**config.mk**
```make
export PLATFORM = sky130hd
export DESIGN_NAME = oversampled_uart_with_rx_fifo
export DESIGN_NICKNAME = d
export VERILOG_FILES = /design/src/hw/rtl/ouart_pkg.sv /design/src/hw/rtl/oversampled_uart_with_rx_fifo.sv
export SDC_FILE = /design/constraint.sdc
export NUM_CORES = 1
export LEC_CHECK = 0
export BUFFER_PORTS_ARGS = -buffer_cell sky130_fd_sc_hd__buf_4
export CAP_MARGIN = 40
export CORE_MARGIN = 5
export CORE_UTILIZATION = 55
export DETAILED_ROUTE_END_ITERATION = 10
export GPL_TIMING_DRIVEN = 0
export HOLD_SLACK_MARGIN = 0.05
export MAX_ROUTING_LAYER = met4
export PLACE_DENSITY_LB_ADDON = 0.05
export SLEW_MARGIN = 20
export SYNTH_ARGS = -nofsm -noshare
export SYNTH_HDL_FRONTEND = slang
export SYNTH_SLANG_ARGS = --single-unit
```
**constraint.sdc**
```tcl
create_clock -name i_clk -period 3.1 [get_ports i_clk]
set_clock_uncertainty 0.1 [all_clocks]
set_input_delay 0 -clock i_clk [delete_from_list [all_inputs] [get_ports i_clk]]
set_output_delay 0 -clock i_clk [all_outputs]
set_load 0.03 [all_outputs]
```
**src/hw/rtl/ouart_pkg.sv**
```systemverilog
// ============================================================================
// ouart_pkg
// Shared constants, types and helpers for the oversampled UART with its
// receive FIFO.
// ============================================================================
`timescale 1ns / 1ps
`default_nettype none

package ouart_pkg;

    localparam int FIFO_DEPTH = 16;
    localparam int OVERSAMPLE = 3;
    localparam int FRAME_BITS = 10;
    localparam int DATA_BITS  = 8;

    localparam int PTR_W     = $clog2(FIFO_DEPTH);
    localparam int TX_TICK_W = $clog2(OVERSAMPLE + 1);
    localparam int RX_TICK_W = $clog2(OVERSAMPLE + 2);
    localparam int BITS_W    = $clog2(FRAME_BITS + 1);

    localparam logic [7:0] DROP_RESET = 8'hC2;
    localparam logic [7:0] SKIP_RESET = 8'h0A;

    typedef enum logic [1:0] {
        CFG_RX_ENABLE = 2'd0,
        CFG_DROP      = 2'd1,
        CFG_SKIP      = 2'd2
    } t_cfg_index;

    // Everything of one tick that is known at acceptance, waiting for the
    // FIFO head to come out of the memory.
    typedef struct packed {
        logic       tx_level;
        logic       tx_busy;
        logic       tx_accepted;
        logic       not_empty;
        logic       overrun;
        logic       pop;
        logic       fwd;
        logic [7:0] fwd_byte;
    } t_s1;

    function automatic logic [PTR_W-1:0] ptr_next(input logic [PTR_W-1:0] p);
        if (p == PTR_W'(FIFO_DEPTH - 1)) begin
            return '0;
        end
        return p + 1'b1;
    endfunction

endpackage

`default_nettype wire

```
**src/hw/rtl/oversampled_uart_with_rx_fifo.sv**
```systemverilog
// ============================================================================
// oversampled_uart_with_rx_fifo
// 8N1 UART at three ticks per bit with a receive ring FIFO held in a
// synchronous memory. Each input transfer is one oversampling tick.
// ============================================================================
//
//  Channel   Direction  Handshake               Payload
//  -------   ---------  ---------------------   ---------------------------------
//  in        input      i_in_valid/o_in_stall   rx_level tx_start tx_byte
//                                               read_req flush
//  out       output     o_out_valid/i_out_stall tx_level tx_busy tx_accepted
//                                               read_valid read_byte
//                                               fifo_not_empty overrun
//  cfg       input      i_cfg_valid/o_cfg_ready index (2 bits), data (8 bits)
//
//  One tick is accepted every cycle while the output does not stall. The
//  accepting edge also registers the FIFO head read together with the tick's
//  known results; the output register is loaded from them once it is free,
//  and the result transfers from there.
//  Reset is synchronous; the FIFO memory needs no clearing pass.
//  A stall on the output holds the two result stages and then stalls input.
//
`timescale 1ns / 1ps
`default_nettype none

module oversampled_uart_with_rx_fifo
    import ouart_pkg::*;
(
    input  wire logic       i_clk,
    input  wire logic       i_rst_n,

    input  wire logic       i_in_valid,
    output logic            o_in_stall,
    input  wire logic       i_rx_level,
    input  wire logic       i_tx_start,
    input  wire logic [7:0] i_tx_byte,
    input  wire logic       i_read_req,
    input  wire logic       i_flush,

    output logic            o_out_valid,
    input  wire logic       i_out_stall,
    output logic            o_tx_level,
    output logic            o_tx_busy,
    output logic            o_tx_accepted,
    output logic            o_read_valid,
    output logic [7:0]      o_read_byte,
    output logic            o_fifo_not_empty,
    output logic            o_overrun,

    input  wire logic       i_cfg_valid,
    output logic            o_cfg_ready,
    input  wire logic [1:0] i_cfg_index,
    input  wire logic [7:0] i_cfg_data
);

    // Configuration registers
    logic       r_rx_enable;
    logic [7:0] r_drop;
    logic [7:0] r_skip;

    // Transmitter
    logic [FRAME_BITS-1:0] r_tx_shift, n_tx_shift;
    logic [TX_TICK_W-1:0]  r_tx_tick, n_tx_tick;
    logic [BITS_W-1:0]     r_tx_bits, n_tx_bits;
    logic                  r_tx_active, n_tx_active;
    logic                  r_tx_line, n_tx_line;

    // Receiver
    logic                  r_rx_active, n_rx_active;
    logic                  r_rx_wait_stop, n_rx_wait_stop;
    logic [RX_TICK_W-1:0]  r_rx_tick, n_rx_tick;
    logic [BITS_W-1:0]     r_rx_bits, n_rx_bits;
    logic [7:0]            r_rx_shift, n_rx_shift;

    // FIFO
    logic [7:0]       fifo_mem [FIFO_DEPTH];
    logic [7:0]       r_rd_data;
    logic [PTR_W-1:0] r_write_ptr, n_write_ptr;
    logic [PTR_W-1:0] r_read_ptr, n_read_ptr;

    // Pipeline
    logic r_s1_valid;
    t_s1  r_s1, n_s1;
    logic s1_move;
    logic in_accept;

    logic                 push_we;
    logic                 rx_done;
    logic [RX_TICK_W-1:0] rx_tick_dec;
    logic [TX_TICK_W-1:0] tx_tick_dec;
    logic [BITS_W-1:0]    tx_bits_dec;
    logic [BITS_W-1:0]    rx_bits_dec;
    logic [BITS_W-1:0]    rx_idx;
    logic [PTR_W-1:0]     wp_inc;
    logic [7:0]           head;

    assign o_cfg_ready = 1'b1;
    assign s1_move     = r_s1_valid && (!o_out_valid || !i_out_stall);
    assign o_in_stall  = r_s1_valid && !s1_move;
    assign in_accept   = i_in_valid && !o_in_stall;

    // ------------------------------------------------------------------
    // Next state of one tick
    // ------------------------------------------------------------------
    always_comb begin
        n_tx_shift     = r_tx_shift;
        n_tx_tick      = r_tx_tick;
        n_tx_bits      = r_tx_bits;
        n_tx_active    = r_tx_active;
        n_tx_line      = r_tx_line;
        n_rx_active    = r_rx_active;
        n_rx_wait_stop = r_rx_wait_stop;
        n_rx_tick      = r_rx_tick;
        n_rx_bits      = r_rx_bits;
        n_rx_shift     = r_rx_shift;
        n_write_ptr    = r_write_ptr;
        n_read_ptr     = r_read_ptr;
        n_s1           = '0;
        push_we        = 1'b0;
        rx_done        = 1'b0;

        tx_tick_dec = (r_tx_tick != '0) ? r_tx_tick - 1'b1 : r_tx_tick;
        tx_bits_dec = (r_tx_bits != '0) ? r_tx_bits - 1'b1 : r_tx_bits;
        rx_tick_dec = (r_rx_tick != '0) ? r_rx_tick - 1'b1 : r_rx_tick;
        rx_bits_dec = (r_rx_bits != '0) ? r_rx_bits - 1'b1 : r_rx_bits;
        rx_idx      = BITS_W'(FRAME_BITS) - r_rx_bits;
        wp_inc      = ptr_next(r_write_ptr);

        // Transmitter
        if (r_tx_active) begin
            n_tx_tick = tx_tick_dec;
            if (tx_tick_dec == '0) begin
                n_tx_line  = r_tx_shift[0];
                n_tx_shift = {1'b1, r_tx_shift[FRAME_BITS-1:1]};
                n_tx_tick  = TX_TICK_W'(OVERSAMPLE);
                n_tx_bits  = tx_bits_dec;
                if (tx_bits_dec == '0) begin
                    n_tx_active = 1'b0;
                    n_tx_line   = 1'b1;
                end
            end
        end
        if (i_tx_start && !r_tx_active) begin
            n_tx_tick       = TX_TICK_W'(OVERSAMPLE);
            n_tx_bits       = BITS_W'(FRAME_BITS);
            n_tx_shift      = {1'b1, i_tx_byte, 1'b0};
            n_tx_active     = 1'b1;
            n_s1.tx_accepted = 1'b1;
        end

        // Receiver
        if (r_rx_enable) begin
            if (r_rx_wait_stop) begin
                n_rx_tick = rx_tick_dec;
                if (rx_tick_dec == '0) begin
                    n_rx_wait_stop = 1'b0;
                    n_rx_active    = 1'b0;
                    rx_done        = r_rx_shift != r_drop;
                end
            end else if (!r_rx_active) begin
                if (!i_rx_level) begin
                    n_rx_active = 1'b1;
                    n_rx_shift  = '0;
                    n_rx_tick   = RX_TICK_W'(OVERSAMPLE + 1);
                    n_rx_bits   = BITS_W'(FRAME_BITS);
                end
            end else begin
                n_rx_tick = rx_tick_dec;
                if (rx_tick_dec == '0) begin
                    n_rx_tick = RX_TICK_W'(OVERSAMPLE);
                    if (i_rx_level && rx_idx < BITS_W'(DATA_BITS)) begin
                        n_rx_shift[rx_idx[2:0]] = 1'b1;
                    end
                    n_rx_bits = rx_bits_dec;
                    if (rx_bits_dec == '0) begin
                        n_rx_wait_stop = 1'b1;
                    end
                end
            end
        end

        // Push; a full FIFO drops the byte and flags overrun.
        if (rx_done) begin
            if (wp_inc == r_read_ptr) begin
                n_s1.overrun = 1'b1;
            end else begin
                push_we     = 1'b1;
                n_write_ptr = wp_inc;
            end
        end

        // Pop. When the FIFO was empty the head is the byte pushed this tick,
        // which the memory cannot return yet, so it is forwarded.
        if (i_read_req && r_read_ptr != n_write_ptr) begin
            n_s1.pop      = 1'b1;
            n_s1.fwd      = push_we && (r_write_ptr == r_read_ptr);
            n_s1.fwd_byte = r_rx_shift;
            n_read_ptr    = ptr_next(r_read_ptr);
        end

        if (i_flush) begin
            n_write_ptr = '0;
            n_read_ptr  = '0;
        end

        n_s1.tx_level  = n_tx_line;
        n_s1.tx_busy   = n_tx_active;
        n_s1.not_empty = n_read_ptr != n_write_ptr;
    end

    // ------------------------------------------------------------------
    // Registers
    // ------------------------------------------------------------------
    always_ff @(posedge i_clk) begin
        if (!i_rst_n) begin
            r_rx_enable <= 1'b1;
            r_drop      <= DROP_RESET;
            r_skip      <= SKIP_RESET;
        end else if (i_cfg_valid && o_cfg_ready) begin
            case (i_cfg_index)
                CFG_RX_ENABLE: r_rx_enable <= i_cfg_data[0];
                CFG_DROP:      r_drop      <= i_cfg_data;
                CFG_SKIP:      r_skip      <= i_cfg_data;
                default:       ;
            endcase
        end
    end

    always_ff @(posedge i_clk) begin
        if (!i_rst_n) begin
            r_tx_shift     <= '1;
            r_tx_tick      <= '0;
            r_tx_bits      <= '0;
            r_tx_active    <= 1'b0;
            r_tx_line      <= 1'b1;
            r_rx_active    <= 1'b0;
            r_rx_wait_stop <= 1'b0;
            r_rx_tick      <= '0;
            r_rx_bits      <= '0;
            r_rx_shift     <= '0;
            r_write_ptr    <= '0;
            r_read_ptr     <= '0;
        end else if (in_accept) begin
            r_tx_shift     <= n_tx_shift;
            r_tx_tick      <= n_tx_tick;
            r_tx_bits      <= n_tx_bits;
            r_tx_active    <= n_tx_active;
            r_tx_line      <= n_tx_line;
            r_rx_active    <= n_rx_active;
            r_rx_wait_stop <= n_rx_wait_stop;
            r_rx_tick      <= n_rx_tick;
            r_rx_bits      <= n_rx_bits;
            r_rx_shift     <= n_rx_shift;
            r_write_ptr    <= n_write_ptr;
            r_read_ptr     <= n_read_ptr;
        end
    end

    // FIFO memory: one write port, one registered read port at the head.
    always_ff @(posedge i_clk) begin
        if (in_accept) begin
            if (push_we) begin
                fifo_mem[r_write_ptr] <= r_rx_shift;
            end
            r_rd_data <= fifo_mem[r_read_ptr];
        end
    end

    always_ff @(posedge i_clk) begin
        if (!i_rst_n) begin
            r_s1_valid <= 1'b0;
        end else if (in_accept) begin
            r_s1_valid <= 1'b1;
        end else if (s1_move) begin
            r_s1_valid <= 1'b0;
        end
    end

    always_ff @(posedge i_clk) begin
        if (in_accept) begin
            r_s1 <= n_s1;
        end
    end

    assign head = r_s1.fwd ? r_s1.fwd_byte : r_rd_data;

    always_ff @(posedge i_clk) begin
        if (!i_rst_n) begin
            o_out_valid <= 1'b0;
        end else if (s1_move) begin
            o_out_valid <= 1'b1;
        end else if (!i_out_stall) begin
            o_out_valid <= 1'b0;
        end
    end

    always_ff @(posedge i_clk) begin
        if (s1_move) begin
            o_tx_level       <= r_s1.tx_level;
            o_tx_busy        <= r_s1.tx_busy;
            o_tx_accepted    <= r_s1.tx_accepted;
            o_fifo_not_empty <= r_s1.not_empty;
            o_overrun        <= r_s1.overrun;
            o_read_valid     <= r_s1.pop && (head != r_skip);
            o_read_byte      <= (r_s1.pop && (head != r_skip)) ? head : 8'h00;
        end
    end

    // ------------------------------------------------------------------
    // Assertions
    // ------------------------------------------------------------------
    a_byte_zero_when_invalid: assert property (@(posedge i_clk) disable iff (!i_rst_n)
        o_out_valid && !o_read_valid |-> o_read_byte == 8'h00)
        else $error("read_byte nonzero without read_valid");

    a_load_makes_busy: assert property (@(posedge i_clk) disable iff (!i_rst_n)
        o_out_valid && o_tx_accepted |-> o_tx_busy)
        else $error("accepted load did not start the transmitter");

    a_idle_line_high: assert property (@(posedge i_clk) disable iff (!i_rst_n)
        o_out_valid && !o_tx_busy |-> o_tx_level)
        else $error("transmit line low while transmitter idle");

    a_s1_holds: assert property (@(posedge i_clk) disable iff (!i_rst_n)
        r_s1_valid && !s1_move |=> r_s1_valid && $stable(r_rd_data))
        else $error("waiting tick lost its head data");

endmodule

`default_nettype wire

```
* Word level (Yosys, flattened, before mapping)
Memory sizes are Yosys's and may differ from the RTL's. A register that Yosys moved wholly into a read port is not among the register bits.
Index checks and enable logic that the tools add are counted.
W data, S select, Z words.
** Storage, ports and cells
- Input port bits :: 27
- Memories :: 1
- Word-level logic and storage cells :: 168
- ROM bits :: 0
- Memory bits (writable) :: 128
- Register bits :: 91
- Output and inout bits :: 17
- Latch bits :: 0
** Memory list
- fifo_mem :: depth 16, width 8, rd ports 1, clocked after memory_dff 1, write ports 1, RTL line oversampled_uart_with_rx_fifo.sv:76 : logic [7:0] fifo_mem [FIFO_DEPTH];
** Cells by class
- Reduce and logical (&&, ||, !) cells :: 37
- Multiply operators :: 0
- Shift-type cells :: 0
- Equality and inequality tests :: 16
- Bitwise gates (word level) :: 2
- Divide/modulo/power cells :: 0
- Add/sub/neg operators :: 7
- Multiplexer cells :: 70
- Order comparisons :: 3
** Operators by type and width (count)
- $mux W4 :: 17
- $mux W10 :: 4
- $mux W8 :: 5
- $mux W1 :: 34
- $ne A8 B8 Y1 :: 2
- $mux W3 :: 5
- $ne A2 B1 Y1 const B :: 5
- $reduce_and A2 Y1 :: 5
- $logic_and A1 B1 Y1 :: 9
- $reduce_and A3 Y1 :: 3
- $add A4 B1 Y4 const B :: 2
- $eq A4 B4 Y1 :: 2
- $eq A4 B4 Y1 const B :: 2
- $logic_not A4 Y1 :: 2
- $mux W2 :: 4
- $ne A4 B4 Y1 :: 2
- $or A8 B8 Y8 :: 1
- $reduce_bool A2 Y1 :: 4
- $reduce_bool A4 Y1 :: 2
- $sub A4 B1 Y4 const B :: 2
- $reduce_and A6 Y1 :: 1
- $logic_not A1 Y1 :: 5
- $reduce_and A5 Y1 :: 1
- $logic_not A2 Y1 :: 2
- 14 further kinds :: 14

* Logic depth before layout (Yosys ltp)
- Word-level depth :: 14
- Gate-level depth with buffers :: 13
- Depth with buffers taken out :: 12

* Worst setup path before layout
Ideal clock, no wire load.
- Path type :: flip-flop to flip-flop
- Start point :: register r_rx_tick[0]
- End point :: memory fifo_mem[11][0], enable pin
- Required time :: 2605 ps
- Slack :: -288 ps
- Setup time :: 395 ps
- Buffers on the path :: 0
- Period minus slack after synthesis :: 3388 ps
- Stages on the path, launching flop included :: 10
- Arrival :: 2894 ps
- Cells stage by stage :: dfxtp_1 -> inv_1 -> ha_1 -> ha_1 -> or3b_4 -> a21oi_4 -> o2111ai_2 -> a31oi_2 -> nand2_1 -> nor4_1
** On the way
- Cells in the longest elaborated chain, start to end :: 10
- Elaborated cells on any way between the ends :: 11
- Those cells by class :: add/sub (1); mux (8); reduce/logical (2)
** Ends and longest elaborated chain
- start, declared :: RTL line oversampled_uart_with_rx_fifo.sv:71 : logic [RX_TICK_W-1:0] r_rx_tick, n_rx_tick;
- start signal, assigned :: RTL line oversampled_uart_with_rx_fifo.sv:251 : r_rx_tick <= n_rx_tick;
- $sub A3 B1 Y3 / $reduce_bool A3 Y1 (equally long branches) :: RTL line oversampled_uart_with_rx_fifo.sv:124 : rx_tick_dec = (r_rx_tick != '0) ? r_rx_tick - 1'b1 : r_rx_tick;
- $mux W3 (*) :: RTL line oversampled_uart_with_rx_fifo.sv:124
- $logic_not A3 Y1 (*) :: RTL line oversampled_uart_with_rx_fifo.sv:155 : if (rx_tick_dec == '0) begin
- $mux W1 (*) :: RTL line oversampled_uart_with_rx_fifo.sv:155
- $mux W1 (*) :: RTL line oversampled_uart_with_rx_fifo.sv:153 : if (r_rx_wait_stop) begin
- $mux W1 (*) :: RTL line oversampled_uart_with_rx_fifo.sv:152 : if (r_rx_enable) begin
- $mux W1 (*) :: RTL line oversampled_uart_with_rx_fifo.sv:183 : if (rx_done) begin
- $mux W1 (*) :: RTL line oversampled_uart_with_rx_fifo.sv:262 : if (push_we) begin
- $mux W1 (*) :: RTL line oversampled_uart_with_rx_fifo.sv:261 : if (in_accept) begin
- $mux W1 (not written as such) (*) :: RTL line oversampled_uart_with_rx_fifo.sv:263 : fifo_mem[r_write_ptr] <= r_rx_shift;
- end, declared :: RTL line oversampled_uart_with_rx_fifo.sv:76
Every way passes the cells marked *; elsewhere a longest branch is shown, timed or not.

==> impl_metrics.py <==
metrics = {
    "timing": {
        "finalCritPeriodShare": 1.098,
        "rsz0062_at_grt": "yes",
        "setup_ws_ns": -0.3029,
        "timing.fmax_mhz": 293.9,
        "hold_slack_ns": 0.1270,
        "final_max_slew_viol_count": 0,
        "period_needed_ns": 3.403,
        "slew_headroom": 0.4936,
        "worstMarginPinSlew_ns": 0.7596,
        "hold_violations": 0,
        "setup_violations": 24,
    },
    "floorplan": {
        "core_mm2": 0.01742,
        "die_w_um": 143.5,
        "num_io_pins": 44,
        "start_util": 0.5629,
        "fp.dieArea_mm2": 0.02059,
        "row_count": 48,
        "die_h_um": 143.5,
    },
    "grt": {
        "antenna_found_initial": 0,
        "grt_use_total": 0.2212,
        "grt_start_max_net_pins": 33,
        "overflow": 0,
        "grt_pass1_vias": 6121,
        "grt_pass1_wl_um": 33840,
    },
    "clock_tree": {
        "root_buffer": "clkbuf_16",
        "cts_buffers": 24,
        "h-tree-depth": 1,
        "insertion_delay_ns": 0.52,
        "cts_tree": "yes",
        "clockBufferDepth": 3,
        "numClockSinks": 226,
        "clk_pin_slew_ns": 0.06,
    },
    "routing": {
        "detail_route.vias_per_cell": 5.861,
        "drc": 0,
        "firstDrtPassIters": 5,
        "vias": 6201,
        "routedWlPerCell_um": 21.22,
        "wl_um": 22450,
        "drtIter0Drc": 561,
        "drtAntennaViolNets": 0,
    },
    "yosys": {
        "synth_edf_count": 165,
        "syn-cell-area_mm2": 0.009803,
        "synthTopCellsByCount": "edfxtp_1, dfxtp_1, nor2_1, mux4_2, mux2i_1",
        "synth_xor_area_frac": 0.02591,
        "ys_ff_latch": 226,
        "synth_cell_types": 57,
        "synthCells": 692,
        "ys_seq_area_frac": 0.6300,
        "synth_top_cell_area_share": 0.5054,
        "synth_compound_area_frac": 0.07811,
        "synthTopCellsByArea": "edfxtp_1, dfxtp_1, mux4_2, mux2i_1, and2_1",
        "muxShareOfSynthArea": 0.1335,
        "synth_fp_nets": 730,
        "yosys.area.top_type": "edfxtp_1",
        "synth_top_family_by_area": "multiplexers",
        "ys_async_sr_fraction": 0,
        "ys_warn_count": 0,
        "synth_fa_ha_area_frac": 0.01404,
        "synthFlopType": "edfxtp_1",
        "synth-simple-area-share": 0.09407,
        "syn_avg_cell_area_um2": 14.17,
        "synth_most_common_cell": "edfxtp_1",
    },
    "cells_and_area": {
        "fin_area_mm2": 0.01189,
        "antenna-diode-count": 0,
        "final_nets": 853,
        "drive_gt1_frac": 0.2665,
        "synthToLayoutAreaGrowth_pct": 21.33,
    },
    "critical_path": {
        "critical_path_class": "reg2reg",
        "endpoint_kind": "flop",
        "required_ns": 3.35,
        "worstPathArrival_ns": 3.65,
        "cp-start-kind": "flop",
        "crit_fanout": 8,
    },
    "pwr": {
        "combinationalPowerShare": 0.090,
        "power_leakage_uw": 0.004356,
        "switching_share": 0.2293,
        "powerDensity_mw_per_mm2": 544.9,
        "p_int_uw": 4995,
        "ir_worst_vdd_uv": 475.0,
        "seqPwrFrac": 0.516,
        "p_sw_uw": 1486,
        "clkPwrFrac": 0.394,
    },
    "run_status": {
        "status": "finished, violations left",
        "violations": "setup timing",
    },
    "run": {
        "drv_cap": 0,
    },
    "place": {
        "dpl_cell_area_mm2": 0.01048,
        "io_buffers": 40,
        "dpl.hpwl_um": 14800,
        "place_congestion": 0.9253,
    },
    "hold_path": {
        "hold_path_class": "in2reg",
    },
}
worst max-delay path, cell delays in order, from the launching register on:
cell       delay, ns
dfxtp_4         0.34
inv_2           0.07
ha_4            0.15
ha_4            0.13
or3b_4          0.39
a21oi_4         0.23
o2111ai_4       0.15
a311o_1         0.36
xor2_2          0.17
a211o_1         0.32
buf_6           0.15
mux2_4          0.29
o22a_1          0.22
o2111ai_2       0.16
path summary, 6_finish.rpt:
path | start | to | slack, ns | depth (start not counted)
hold reg to reg | r_s1[14] | o_tx_level | 0.32 | 0
hold / removal | i_cfg_index[0] | r_drop[1] | 0.13 | 5
setup / recovery | r_rx_tick[0] | r_s1[11] | -0.30 | 13
setup reg to reg | r_rx_tick[0] | r_s1[11] | -0.30 | 13
sequential cells by signal, summed over array words and instances (netlist names), 4 cells and up:
name and flops:
r_skip 8, r_tx_bits 4, r_read_ptr 4, r_rx_bits 4
r_write_ptr 4, fifo_mem 128, r_drop 8, r_rd_data 8
o_read_byte 8, r_rx_shift 8, r_s1 15, r_tx_shift 9
placed cells by master, fill, tap and decap left out, types with 6 or more instances in the layout:
master         instances
dfxtp_1               50
nor2_1                41
edfxtp_1             165
clkbuf_16             24
o211ai_1               7
buf_6                  9
nor3_1                 6
clkbuf_1              26
o21ai_0               15
inv_1                 17
mux2i_1               36
xnor2_1               16
and2_1                13
mux4_2                40
and2_4                15
a31oi_1                7
buf_4                 65
clkinv_1               7
xor2_1                11
dlygate4sd3_1         24
ha_1                   8
nor2b_1               25
a21oi_1               25
nand3_1                7
buf_2                  9
dfxtp_2                9
nand2_1               35
timing repair:
| action | CTS | global route |
|---|---|---|
| setup buffers | 10 | 16 |
| hold buffers | 24 | 0 |
| pin swaps | 7 | 14 |
| gates resized for setup | 54 | 41 |
| gates cloned | 1 | 0 |
| endpoints found under the setup margin | 150 | 148 |
| endpoints found under the hold margin | 65 | 0 |
power by group through the flow:
stage          clock (µW)  combinational (µW)  sequential, µW
6_report             2550                 583            3350
5_1_grt              2730                 637            3350
4_1_cts              2600                 538            3340
3_5_place_dp            0                 477            3410
3_3_place_gp            0                 456            3410
2_1_floorplan           0                 328            3410
through the flow:
stage	cells	setup slack [ns]	util	power (µW)	TNS, ns
after detailed placement	962	-0.6230	0.6017	3887	-60.74
after global routing	1058	-0.3954	0.6829	6718	-9.055
after CTS	1041	-0.2781	0.6686	6486	-2.743
final	1058	-0.3029	0.6829	6481	-2.860
after floorplan	692	-0.1831	-	3736	-2.992
after global placement	957	-1.402	0.5978	3863	-73.09
routing by layer:
metal / GRT usage / up-vias / share of wire
li1: - / 2884 / -
met1: 0.3174 / 3075 / 0.44
met2: 0.3483 / 205 / 0.48
met3: 0.02729 / 37 / 0.065
met5: - / - / 0
met4: 0.04262 / 0 / 0.013
kinds of logic after synthesis:
| kind of cell | count (synthesis) |
|---|---|
| multiplexers | 80 |
| AO/OA/AOI/OAI | 111 |
| flip-flops | 226 |
| adder cells (fa/ha/maj) | 11 |
| other | 1 |
| XOR/XNOR | 29 |
| buffers and inverters | 57 |
| AND/OR/NAND/NOR | 177 |
area by class of cell:
class / count / area, µm²
plain buffers: 38 / 178.9
inverters: 19 / 71.32
clock inverters: 15 / 86.33
fillers: 1209 / 5523
repair buffers: 97 / 834.6
well taps: 225 / 281.5
flip-flops and latches: 226 / 6195
multi-input cells: 409 / 3627
clock buffers: 29 / 619.3
Power figures use the tool's default switching activity.
